===== src/rtl/bfau_pkg.sv =====
`timescale 1ns / 1ps
package bfau_pkg;

    typedef enum logic [1:0] {
        CMD_ADD = 2'd0,
        CMD_SUB = 2'd1,
        CMD_MUL = 2'd2,
        CMD_DIV = 2'd3
    } cmd_t;

    localparam logic [15:0] QNAN     = 16'h7FC0;
    localparam logic [15:0] INF_BITS = 16'h7F80;
    localparam logic [15:0] SIGN_BIT = 16'h8000;
    localparam int          STAGES   = 6;

    // Per-stage payload. Fields are reused by the three datapaths.
    typedef struct packed {
        logic               done;
        logic [15:0]        res;
        cmd_t               op;
        logic               norm;
        logic               sr;
        logic               sb;
        logic signed [10:0] er;
        logic [7:0]         ma;
        logic [7:0]         mb;
        logic [15:0]        prod;
        logic [7:0]         rem;
    } pipe_t;

    typedef struct packed {
        logic [7:0] rem;
        logic [3:0] q;
    } div_nib_t;

    function automatic logic [15:0] pack_val(input logic s, input logic signed [10:0] e,
                                             input logic [7:0] m);
        logic [15:0] r;
        if (e > 11'sd254)
            r = {s, INF_BITS[14:0]};
        else if (e < 11'sd1)
            r = {s, 15'd0};
        else
            r = {s, e[7:0], m[6:0]};
        return r;
    endfunction

    // Four restoring division steps
    function automatic div_nib_t div_nib(input logic [7:0] rem, input logic [3:0] nbits,
                                         input logic [7:0] d);
        div_nib_t   o;
        logic [8:0] r;
        logic [7:0] cur;
        cur = rem;
        for (int i = 3; i >= 0; i--)
        begin
            r = {cur, nbits[i]};
            if (r >= {1'b0, d})
            begin
                r        = r - {1'b0, d};
                o.q[i]   = 1'b1;
            end
            else
            begin
                o.q[i] = 1'b0;
            end
            cur = r[7:0];
        end
        o.rem = cur;
        return o;
    endfunction

endpackage


===== src/rtl/bfloat16_arith_unit_core.sv =====
`timescale 1ns / 1ps
// Truncating bfloat16 add/subtract/multiply/divide. Six register stages:
// one request is taken per cycle when the result side does not stall;
// the divider's four 4-bit restoring stages set the depth. A stall on the
// result side holds the whole pipe.
module bfloat16_arith_unit_core
    import bfau_pkg::*;
(
    input  logic        clk,
    input  logic        rst_n,
    input  logic        cmd_valid,
    output logic        cmd_ready,
    input  logic [1:0]  command,
    input  logic [15:0] operand_a,
    input  logic [15:0] operand_b,
    output logic        res_valid,
    input  logic        res_ready,
    output logic [15:0] result_value
);

    pipe_t              p1_reg, p2_reg, p3_reg, p4_reg, p5_reg, p6_reg;
    pipe_t              p1_next, p2_next, p3_next, p4_next, p5_next, p6_next;
    logic [STAGES-1:0]  v_reg;
    logic [STAGES-1:0]  v_next;
    logic               en;

    assign en           = !v_reg[STAGES-1] || res_ready;
    assign cmd_ready    = en;
    assign res_valid    = v_reg[STAGES-1];
    assign result_value = p6_reg.res;

    function automatic pipe_t stage1(input logic [1:0] c, input logic [15:0] a,
                                     input logic [15:0] b);
        pipe_t              p;
        logic [15:0]        b2;
        logic [7:0]         ea, eb;
        logic signed [8:0]  d;
        logic signed [10:0] xa, xb;
        p    = '0;
        p.op = cmd_t'(c);
        b2   = (p.op == CMD_SUB) ? (b ^ SIGN_BIT) : b;
        ea   = a[14:7];
        eb   = b[14:7];
        if ((ea == 8'hFF && a[6:0] != 7'd0) || (eb == 8'hFF && b[6:0] != 7'd0))
        begin
            p.done = 1'b1;
            p.res  = QNAN;
        end
        else
        begin
            case (p.op)
                CMD_ADD, CMD_SUB:
                begin
                    if (ea == 8'd0)
                    begin
                        p.done = 1'b1;
                        p.res  = b2;
                    end
                    else if (eb == 8'd0)
                    begin
                        p.done = 1'b1;
                        p.res  = a;
                    end
                    else
                    begin
                        d    = $signed({1'b0, ea}) - $signed({1'b0, eb});
                        p.sr = a[15];
                        p.sb = b2[15];
                        p.ma = {(ea != 8'hFF), a[6:0]};
                        p.mb = {(eb != 8'hFF), b[6:0]};
                        if (d > 9'sd8)
                        begin
                            p.done = 1'b1;
                            p.res  = a;
                        end
                        else if (d < -9'sd8)
                        begin
                            p.done = 1'b1;
                            p.res  = b2;
                        end
                        else if (d > 9'sd0)
                        begin
                            p.mb = p.mb >> d[3:0];
                            p.er = $signed({3'b0, ea});
                        end
                        else
                        begin
                            p.ma = p.ma >> (-d);
                            p.er = $signed({3'b0, eb});
                        end
                    end
                end
                CMD_MUL:
                begin
                    p.sr = a[15] ^ b[15];
                    xa   = (ea != 8'd0) ? ($signed({3'b0, ea}) - 11'sd127) : -11'sd126;
                    xb   = (eb != 8'd0) ? ($signed({3'b0, eb}) - 11'sd127) : -11'sd126;
                    p.er = xa + xb;
                    p.ma = {(ea != 8'd0), a[6:0]};
                    p.mb = {(eb != 8'd0), b[6:0]};
                end
                default:
                begin
                    p.sr = a[15] ^ b[15];
                    p.ma = {(ea != 8'd0 && ea != 8'hFF), a[6:0]};
                    p.mb = {(eb != 8'd0 && eb != 8'hFF), b[6:0]};
                    p.er = $signed({3'b0, ea}) - $signed({3'b0, eb}) + 11'sd127;
                    if (a[14:0] == 15'd0)
                    begin
                        p.done = 1'b1;
                        p.res  = (b[14:0] == 15'd0) ? QNAN : {p.sr, 15'd0};
                    end
                    else if (b[14:0] == 15'd0)
                    begin
                        p.done = 1'b1;
                        p.res  = {p.sr, INF_BITS[14:0]};
                    end
                    else if (p.ma == 8'd0 || p.mb == 8'd0)
                    begin
                        p.done = 1'b1;
                        p.res  = {p.sr, 15'd0};
                    end
                end
            endcase
        end
        return p;
    endfunction

    function automatic pipe_t stage2(input pipe_t pi);
        pipe_t      p;
        logic [8:0] sum;
        div_nib_t   n;
        p = pi;
        if (!p.done)
        begin
            case (p.op)
                CMD_ADD, CMD_SUB:
                begin
                    if (p.sr == p.sb)
                    begin
                        sum    = {1'b0, p.ma} + {1'b0, p.mb};
                        p.norm = 1'b0;
                        if (sum[8])
                        begin
                            p.ma = sum[8:1];
                            p.er = p.er + 11'sd1;
                        end
                        else
                        begin
                            p.ma = sum[7:0];
                        end
                    end
                    else if (p.ma > p.mb)
                    begin
                        p.norm = 1'b1;
                        p.ma   = p.ma - p.mb;
                    end
                    else if (p.mb > p.ma)
                    begin
                        p.norm = 1'b1;
                        p.sr   = p.sb;
                        p.ma   = p.mb - p.ma;
                    end
                    else
                    begin
                        p.done = 1'b1;
                        p.res  = 16'd0;
                    end
                end
                CMD_MUL:
                begin
                    p.prod = p.ma * p.mb;
                end
                default:
                begin
                    n              = div_nib(8'd0, p.ma[7:4], p.mb);
                    p.rem          = n.rem;
                    p.prod[15:12]  = n.q;
                end
            endcase
        end
        return p;
    endfunction

    function automatic pipe_t stage3(input pipe_t pi);
        pipe_t              p;
        logic [2:0]         lz;
        logic               found;
        logic [7:0]         m;
        logic signed [10:0] e2;
        logic signed [10:0] sh;
        div_nib_t           n;
        p = pi;
        if (!p.done)
        begin
            case (p.op)
                CMD_ADD, CMD_SUB:
                begin
                    lz    = 3'd0;
                    found = 1'b0;
                    for (int i = 7; i >= 0; i--)
                    begin
                        if (!found && p.ma[i])
                        begin
                            lz    = 3'(7 - i);
                            found = 1'b1;
                        end
                    end
                    if (p.norm)
                    begin
                        m  = p.ma << lz;
                        e2 = p.er - $signed({8'd0, lz});
                    end
                    else
                    begin
                        m  = p.ma;
                        e2 = p.er;
                    end
                    p.done = 1'b1;
                    p.res  = pack_val(p.sr, e2, m);
                end
                CMD_MUL:
                begin
                    p.done = 1'b1;
                    if (p.prod == 16'd0)
                    begin
                        p.res = {p.sr, 15'd0};
                    end
                    else
                    begin
                        m  = p.prod[15] ? p.prod[15:8] : p.prod[14:7];
                        e2 = p.er + (p.prod[15] ? 11'sd1 : 11'sd0);
                        if (e2 <= -11'sd126)
                        begin
                            // underflow: shifted subnormal
                            sh    = -11'sd125 - e2;
                            m     = (sh >= 11'sd8) ? 8'd0 : (m >> sh[2:0]);
                            p.res = {p.sr, 8'd0, m[6:0]};
                        end
                        else if (e2 >= 11'sd128)
                        begin
                            p.res = {p.sr, INF_BITS[14:0]};
                        end
                        else
                        begin
                            e2    = e2 + 11'sd127;
                            p.res = {p.sr, e2[7:0], m[6:0]};
                        end
                    end
                end
                default:
                begin
                    n             = div_nib(p.rem, p.ma[3:0], p.mb);
                    p.rem         = n.rem;
                    p.prod[11:8]  = n.q;
                end
            endcase
        end
        return p;
    endfunction

    function automatic pipe_t stage_div(input pipe_t pi, input logic lo);
        pipe_t    p;
        div_nib_t n;
        p = pi;
        if (!p.done && p.op == CMD_DIV)
        begin
            n     = div_nib(p.rem, 4'd0, p.mb);
            p.rem = n.rem;
            if (lo)
                p.prod[3:0] = n.q;
            else
                p.prod[7:4] = n.q;
        end
        return p;
    endfunction

    function automatic pipe_t stage6(input pipe_t pi);
        pipe_t              p;
        logic [3:0]         msb;
        logic [15:0]        t;
        logic signed [10:0] e2;
        p   = pi;
        msb = 4'd0;
        for (int i = 0; i < 16; i++)
        begin
            if (p.prod[i])
                msb = 4'(i);
        end
        if (!p.done)
        begin
            t      = p.prod << (4'd15 - msb);
            e2     = p.er + $signed({7'd0, msb}) - 11'sd7;
            p.done = 1'b1;
            p.res  = pack_val(p.sr, e2, {1'b1, t[14:8]});
        end
        return p;
    endfunction

    always_comb
    begin
        p1_next = stage1(command, operand_a, operand_b);
        p2_next = stage2(p1_reg);
        p3_next = stage3(p2_reg);
        p4_next = stage_div(p3_reg, 1'b0);
        p5_next = stage_div(p4_reg, 1'b1);
        p6_next = stage6(p5_reg);
        v_next  = {v_reg[STAGES-2:0], cmd_valid};
    end

    always_ff @(posedge clk or negedge rst_n)
    begin
        if (!rst_n)
            v_reg <= '0;
        else if (en)
            v_reg <= v_next;
    end

    always_ff @(posedge clk)
    begin
        if (en)
        begin
            p1_reg <= p1_next;
            p2_reg <= p2_next;
            p3_reg <= p3_next;
            p4_reg <= p4_next;
            p5_reg <= p5_next;
            p6_reg <= p6_next;
        end
    end

endmodule


===== config.mk =====
export PLATFORM = sky130hd
export DESIGN_NAME = bfloat16_arith_unit_core
export DESIGN_NICKNAME = d
export VERILOG_FILES = /design/src/rtl/bfau_pkg.sv /design/src/rtl/bfloat16_arith_unit_core.sv
export SDC_FILE = /design/constraint.sdc
export NUM_CORES = 1
export LEC_CHECK = 0
export ABC_AREA = 1
export BUFFER_PORTS_ARGS = -buffer_cell sky130_fd_sc_hd__clkbuf_2
export CAP_MARGIN = 20
export CORE_ASPECT_RATIO = 0.9
export CORE_MARGIN = 2
export CORE_UTILIZATION = 30
export DETAILED_ROUTE_END_ITERATION = 7
export PLACE_DENSITY = 0.44
export SYNTH_ARGS = -nofsm -noshare
export SYNTH_HDL_FRONTEND = slang
export SYNTH_SLANG_ARGS = --single-unit

===== constraint.sdc =====
create_clock -name clk -period 13 [get_ports clk]
set_input_delay 0.65 -clock clk [delete_from_list [all_inputs] [get_ports clk]]
set_output_delay 0.65 -clock clk [all_outputs]
set_load 0.05 [all_outputs]

Word level (Yosys, flattened, before mapping)
Cells that the tools add are included.
{"block": "word_totals", "register_bits": 313, "input_bits": 38, "word_cells": 337}
{"block": "classes", "addsub": 34, "multipliers": 1, "n_lt_le_gt_ge": 28, "eq_ne": 13, "shifts": 5, "mux": 160, "bitwise": 5, "n_reduce_logical": 49}
{"operator": "$mux 8", "n": 45}
{"operator": "$mux 17", "n": 11}
{"operator": "$sub 8x8->8", "n": 17}
{"operator": "$ge 9x8->1", "n": 15}
{"operator": "$mux 15", "n": 7}
{"operator": "$mux 16", "n": 5}
{"operator": "$mux 11", "n": 7}
{"operator": "$mux 4", "n": 17}
{"operator": "$pmux 17 s2", "n": 2}
{"operator": "$mux 29", "n": 2}
{"operator": "$pmux 27 s2", "n": 1}
{"operator": "$mux 24", "n": 2}
{"operator": "$mux 1", "n": 46}
{"operator": "$mux 19", "n": 2}
{"operator": "$logic_not 8->1", "n": 4}
{"operator": "$logic_not 15->1", "n": 2}
{"operator": "$mux 3", "n": 8}
{"operator": "$gt 11x9->1 const B", "n": 2}
{"operator": "$lt 11x2->1 const B", "n": 2}
{"operator": "$sub 8x7->9 const B", "n": 2}
{"operator": "$sub 8x8->9", "n": 2}
{"operator": "$eq 8x8->1 const B", "n": 2}
{"operator": "$gt 8x8->1", "n": 2}
{"operator": "$logic_not 16->1", "n": 1}
{"operator": "45 further kinds", "n": 89}

Longest topological paths before layout
Gate-level depths: netlist of the first run.
{"block": "logic_depth", "ltp_word": 48, "mapped_depth": 54, "ltp_nobuf": 52}

Least setup slack after synthesis of the first run
No wires, ideal clock.
{"block": "synth_path", "kind": "input to register", "start": "in res_ready", "end": "reg v_reg[1]", "setup_ns": 0.515, "t_arrival_ns": 10.000, "setup_slack_ns": 2.486, "cell_stages": 4, "cell_sequence": "inv_1 > nand2_1 > clkbuf_1 > a21oi_1"}
{"block": "synth_via", "elab_chain_cells": 1}
{"element": "from (decl)", "line_no": "bfloat16_arith_unit_core.sv:17", "source": "input logic res_ready,"}
{"element": "$logic_or 1x1->1", "line_no": "bfloat16_arith_unit_core.sv:27", "source": "assign en = !v_reg[STAGES-1] || res_ready;"}
{"element": "via cmd_ready", "line_no": "bfloat16_arith_unit_core.sv:12", "source": "output logic cmd_ready,"}
{"element": "to (signal assigned)", "line_no": "bfloat16_arith_unit_core.sv:316", "source": "v_reg <= v_next;"}
{"element": "to (decl)", "line_no": "bfloat16_arith_unit_core.sv:23", "source": "logic [STAGES-1:0] v_reg;"}
The timed path passes the listed nets, and every way through them passes these cells.
A chain may end at the register's enable or synchronous reset.

==> results of run 1 <==
synth_stat cells, drive strengths merged (2+ instances only):
master	number
nand2	751
inv	520
edfxtp	307
o21ai	259
nand3	226
ha	225
nor2	224
a21oi	188
xor2	93
fa	52
o211ai	44
clkbuf	42
nand4	41
xnor2	40
nor3	37
buf	29
o221ai	20
or2	19
nor4	17
o22ai	17
a31oi	13
a211oi	7
a21o	7
clkinv	7
nand3b	7
dfrtp	6
o21bai	6
o2111ai	5
o21a	5
o31ai	5
and2	3
o311ai	3
a21boi	2
a221o	2
a221oi	2
mux2	2
nor3b	2
worst min-delay path, cell delays in order:
cell,delay (ns)
clkbuf_2,0.07
nand2_1,0.04
o21ai_0,0.06
metrics by stage:
step                      hold slack [ns]  worst slack (ns)
final                               0.292              4.75
after floorplan                     0.354              2.49
after global placement              0.401              4.71
after global routing                0.309              3.56
after CTS                           0.250              4.62
after detailed placement            0.405              4.66
final cells by class:
cell class                 count  area [um2]
timing repair buffer          67         368
sequential                   313        9370
clock inverter                27         370
inverter                     527        1990
multi-input combinational   2331       14400
tap                         1144        1430
clock buffer                  44        1020
fill                        9194       57200
path summary, 6_finish.rpt:
| check | end |
|---|---|
| worst max-delay path | p3_reg[16] |
| worst min-delay path | v_reg[0] |
| worst max register to register | p3_reg[16] |
| worst min register to register | p4_reg[43] |
| max in group asynchronous | v_reg[4] |
| min in group asynchronous | v_reg[2] |
logic make-up after synthesis:
group	count (synthesis)	synth area share, %
XOR/XNOR	133	4.51
flip-flops	313	35.8
multiplexers	3	0.124
AND/OR/NAND/NOR	1329	22.6
buffers and inverters	598	9.01
adder cells (fa/ha/maj)	277	14.7
AO/OA/AOI/OAI	589	13.2
layer usage:
metal / global-route usage (%) / vias to the layer above / part of all wire [%]
met3: 1.63 / 74 / 3.3
li1: - / 10967 / -
met4: 3.38 / 0 / 1.6
met2: 24.0 / 325 / 42
met1: 24.3 / 9749 / 53
met5: 0 / - / 0
==> metrics.sh, run 1 <==
SYNTH.NET_COUNT=3557
OUTCOME='finished, final reports clean'
DRT-INITIAL-DRC-COUNT=1549
SYN-INSTANCE-COUNT=3242
ACHIEVABLE-FREQUENCY_GHz=0.121
LAUNCHING_ELEMENT_OF_THE_WORST_SETUP_PATH='p2_reg[25]'
FINISH.UTILIZATION_PCT=33.6
SYNTH.AREA.TOP_CELLS='edfxtp_1, ha_1, nand2_1'
CP_DATA_REQUIRED_TIME_NS=13.32
DRIVE_GT1_SHARE_PCT=7.98
FINISH.INSTANCE_AREA_UM2=29000
LAYOUT_WORST_PATH_CYCLE_SHARE_PCT=63.5
CRITPATHMOSTFREQUENTCELL='nand2_1'
CLK-INSERTION-DELAY-LATE_NS=0.57
FINALNETCOUNT=3595
R2R_START='p2_reg[25]'
CTS_ROOT_BUF='clkbuf_16'
HOLD_PATH_DEPTH=3
TIMING.REG2REG.SETUP_SLACK_NS=4.75
FINAL_CELL_MIX='nand2_1, inv_1, edfxtp_1'
SYNTH_EDF_COUNT=307
FIRST_GLOBAL_VIAS=20620
POST_CTS.REPAIR.SETUP_BUFFERS=0
SYNTHTOLAYOUTAREAGROWTH_PCT=10.8
GRT_OVERFLOW=0
DRC_ERRORS=0
DIE_WIDTH_UM=315
YS_FF_LATCH=313
PATH_DEPTH=44
CRIT_FAMILY='compound AO/OA/AOI/OAI gates'
MAXSLEWHEADROOM_PCT=34.2
POST_SYNTH_INSTANCE_AREA_UM2=26200
MOSTFREQUENTLAYOUTCELL='nand2_1'
DIEAREA_UM2=89500
TIMING.SETUP.CRITICAL_PATH_CLASS='register to register'
TIMING.FINAL.CRIT_PERIOD_NS=8.25
TIMING.FINAL.HOLD_VIOLATIONS=0
VERTICAL_DIE_DIMENSION_UM=284
ROUTED_WIRE_LENGTH_PER_INSTANCE_UM=16.0
PLACEDCELLCOUNT=4381
TIMING.CRITICAL_PATH.SLOWEST_STAGE_CELL='edfxtp_1'
MAX_SLEW.WORST_PIN.SLEW_NS=0.987
GRT_SETUP_UNREPAIRED='no'
HOLD_START='cmd_valid'
SYN-MEAN-INSTANCE-AREA_UM2=8.07
ROWS=102
MAX_STAGE_DELAY_NS=0.50
SYNTH_ASYNC_SR_FLOP_SHARE_PCT=1.92
SYNTH.LARGEST_AREA_CELL='edfxtp_1'
DETAILROUTE.VIA_COUNT=21115
TOP_LEVEL_PORTS=56
SETUP.WORST_PATH.END_CLASS='register'
CTS-HOLD-FIX-BUFFERS=1
SYNTH_TOP_AREA_SHARE_PCT=35.3
GRT_FIRST_PASS_WIRELENGTH_MM=115
KIND_OF_START_POINT_OF_THE_CRITICAL_PATH='register'
NETLIST-CELL-TYPE-COUNT=74
CTS_SINKS=313
FINAL_CELLS=4453
INSERTEDDIODECOUNT=0
SYNTH_SEQUENTIAL_AREA_RATIO_PCT=35.8
FINALSETUPTNS_NS=0
MAXSLEWVIOLCOUNT=0
ANTENNA_FOUND_INITIAL=0
WORST_SETUP_HOLD_PATH_CLK_SLEW_NS=0.05
WORST_CLOCK_SKEW_NS=0.0174
CTSLONGESTPATHBUFFERS=3
DETAIL-ROUTE-ANTENNA-NETS=0
PORT-BUFFER-COUNT=55
MAXIMUM_NUMBER_OF_PINS_ON_ONE_NET_BEFORE_GLOBAL_ROUTE_REPAIR=79
CORE_UM2=86100
LARGEST_REGISTER_FFS=72
MIN-DELAY-PATH-CLASS='input pin to register'
CP_DATA_ARRIVAL_TIME_NS=8.57
PLACEDINSTANCEAREA_UM2=27600
DP.FINAL_HPWL_MM=56.4
CTS_INSERTED_BUFFERS=40
CELL_DEPTH_OF_THE_WORST_FLOP_TO_FLOP_PATH=44
TRITONCTS='done'
WL_MM=71.3
WARNINGS_SYNTHESIS=0
DR.PASS1.ITERS=5
START_UTIL_PCT=30.4
CTS.HTREE.LEVELS=2
FINAL_SETUP_VIOLATION_COUNT=0
POST_CTS_RESIZE_COUNT=0
YS_FLOP_TYPE='edfxtp_1'
FINALWEIGHTEDCONGESTION=0.892
GRT.TOTAL_USAGE_PCT=15.9
CAP_VIOL_MAX_COUNT=0
AVGVIACOUNTPERCELL=4.74
CRITPATHMAXFANOUT=12
TIMING.CRITICAL_PATH.BUF_INV=7
Power of run 1 is left out: the tool's default activity adds up to more than one toggle a clock period on the data nets, which glitch-free logic cannot reach.
==> inputs of run 2 (changes only) <==
==> constraint.sdc (replaced) <==
create_clock -name clk -period 8.4 [get_ports clk]
set_input_delay 0.42 -clock clk [delete_from_list [all_inputs] [get_ports clk]]
set_output_delay 0.42 -clock clk [all_outputs]
set_load 0.05 [all_outputs]
==> run 2 against run 1 <==
Against the previous run:
- cell count grew 0.47%
- register-to-register slack worse by 3.9 ns
- setup slack lost 3.9 ns
- first-iteration DRC count is 4.8% higher
- design area rose by 0.48%
- maximum frequency rose by 9.1%
- non-clock buffer count rose by 20
- critical path depth decreased by 4
- core utilization grew 0.16 points
- critical path type unchanged
- highest routed layer unchanged
==> metrics.sh, run 2 (same netlist as run 1, synthesis figures left out) <==
TRITONCTS='done'
MAX_SLEW.WORST_PIN.SLEW_NS=0.957
OUTCOME='finished, final reports clean'
CTSLONGESTPATHBUFFERS=3
VERTICAL_DIE_DIMENSION_UM=284
CLK-INSERTION-DELAY-LATE_NS=0.58
FIRST_GLOBAL_VIAS=20671
WORST_CLOCK_SKEW_NS=0.0289
DRIVE_GT1_SHARE_PCT=8.50
CTS_ROOT_BUF='clkbuf_16'
DRT-INITIAL-DRC-COUNT=1624
WL_MM=71.6
LARGEST_REGISTER_FFS=72
FINISH.INSTANCE_AREA_UM2=29100
DETAILROUTE.VIA_COUNT=21265
FINALNETCOUNT=3614
DIE_WIDTH_UM=315
CRITPATHMAXFANOUT=13
DIEAREA_UM2=89500
TIMING.SETUP.CRITICAL_PATH_CLASS='register to register'
TIMING.FINAL.CRIT_PERIOD_NS=7.56
TIMING.CRITICAL_PATH.SLOWEST_STAGE_CELL='edfxtp_1'
CRITPATHMOSTFREQUENTCELL='nand2_1'
GRT_FIRST_PASS_WIRELENGTH_MM=116
MULTI_INPUT_COMB_AREA_UM2=14400
FINAL_SETUP_VIOLATION_COUNT=0
TIMING.FINAL.HOLD_VIOLATIONS=0
MAXSLEWHEADROOM_PCT=36.0
DETAIL-ROUTE-ANTENNA-NETS=0
ROUTED_WIRE_LENGTH_PER_INSTANCE_UM=16.0
INSERTEDDIODECOUNT=0
START_UTIL_PCT=30.4
FOOTPRINT_OF_THE_FLIP_FLOPS_AND_LATCHES_UM2=9370
TOP_LEVEL_PORTS=56
MIN-DELAY-PATH-CLASS='input pin to register'
DRC_ERRORS=0
TIMING.HOLD.WS_NS=0.0716
DR.PASS1.ITERS=5
LAYOUT_WORST_PATH_CYCLE_SHARE_PCT=90.0
CTS.HTREE.LEVELS=2
MAXSLEWVIOLCOUNT=0
WORST_SETUP_HOLD_PATH_CLK_SLEW_NS=0.06
AVGVIACOUNTPERCELL=4.75
FINISH.UTILIZATION_PCT=33.8
MAX_STAGE_DELAY_NS=0.41
CAP_VIOL_MAX_COUNT=0
CP_DATA_ARRIVAL_TIME_NS=7.87
PORT-BUFFER-COUNT=55
GRT_OVERFLOW=0
CP_DATA_REQUIRED_TIME_NS=8.71
FINAL_CELL_MIX='nand2_1, inv_1, edfxtp_1'
ACHIEVABLE-FREQUENCY_GHz=0.132
CORE_UM2=86100
SETUP.WORST_PATH.END_CLASS='register'
FINALSETUPTNS_NS=0
GRT.TOTAL_USAGE_PCT=16.1
CTS_SINKS=313
FINALWEIGHTEDCONGESTION=0.880
ROWS=102
GRT_SETUP_UNREPAIRED='no'
LAYOUT.FILLER_CELLS=9190
SYNTHTOLAYOUTAREAGROWTH_PCT=11.3
MAXIMUM_NUMBER_OF_PINS_ON_ONE_NET_BEFORE_GLOBAL_ROUTE_REPAIR=71
ANTENNA_FOUND_INITIAL=0
CTS_INSERTED_BUFFERS=39
KIND_OF_START_POINT_OF_THE_CRITICAL_PATH='register'
PLACEDINSTANCEAREA_UM2=27700
MOSTFREQUENTLAYOUTCELL='nand2_1'
DP.FINAL_HPWL_MM=56.6
[run 2: cell types whose count changed in the layout (fill, tap and decap cells not counted), moves of 3 or more]
cell / delta
buf_4: +20
clkinv_1: +6
o21ai_0: -4
clkinv_2: -3
inv_1: -3
inv_2: +3
o21ai_1: +3
[run 2: cell type report]
cell class	instances	share of cell area, %
Clock buffer	44	3.42
Clock inverter	28	1.25
Inverter	527	6.82
Multi-Input combinational cell	2331	49.6
Sequential cell	313	32.2
Tap cell	1144	4.92
Timing Repair Buffer	87	1.78
[run 2: timing repair]
| action | 4_1_cts | 5_1_grt |
|---|---|---|
| setup endpoints to repair | 0 | 18 |
| buffers inserted | 0 | 6 |
| hold endpoints to repair | 6 | 0 |
| hold buffers | 1 | 0 |
| resized for setup | 0 | 12 |
[run 2: worst paths after layout]
check                      startpoint         end  slack [ns]  cells past startpoint
max                        p3_reg[25]   p4_reg[5]        0.84                     40
min                         cmd_valid    v_reg[0]        0.07                      3
max reg2reg                p3_reg[25]   p4_reg[5]        0.84                     40
min reg2reg                p3_reg[52]  p4_reg[52]        0.40                      0
max in group asynchronous       rst_n    v_reg[5]        8.03                      2
min in group asynchronous       rst_n    v_reg[0]        0.22                      2
[run 2: metal layers]
layer	global-route usage (%)	vias up	share of wire, %
met3	1.66	83	3.6
met1	24.3	9800	52
met4	3.50	0	1.9
met5	0	-	0
li1	-	11005	-
met2	24.4	377	43
[run 2: per-stage QoR]
step           setup slack, ns  cells
2_1_floorplan             1.38   3242
3_3_place_gp             0.483   4395
3_5_place_dp             0.229   4395
4_1_cts                  0.232   4468
5_1_grt                 0.0151   4474
6_report                 0.836   4474
[run 2: worst max-delay path, delay by kind of cell, from the launching register on]
| family | cells | cell delay [ns] |
|---|---|---|
| buf+inv | 4 | 0.55 |
| flops | 1 | 0.41 |
| compound gates | 15 | 2.81 |
| fa+ha+maj | 5 | 1.51 |
| simple gates | 16 | 2.02 |
Power of run 2 is left out for the same reason.
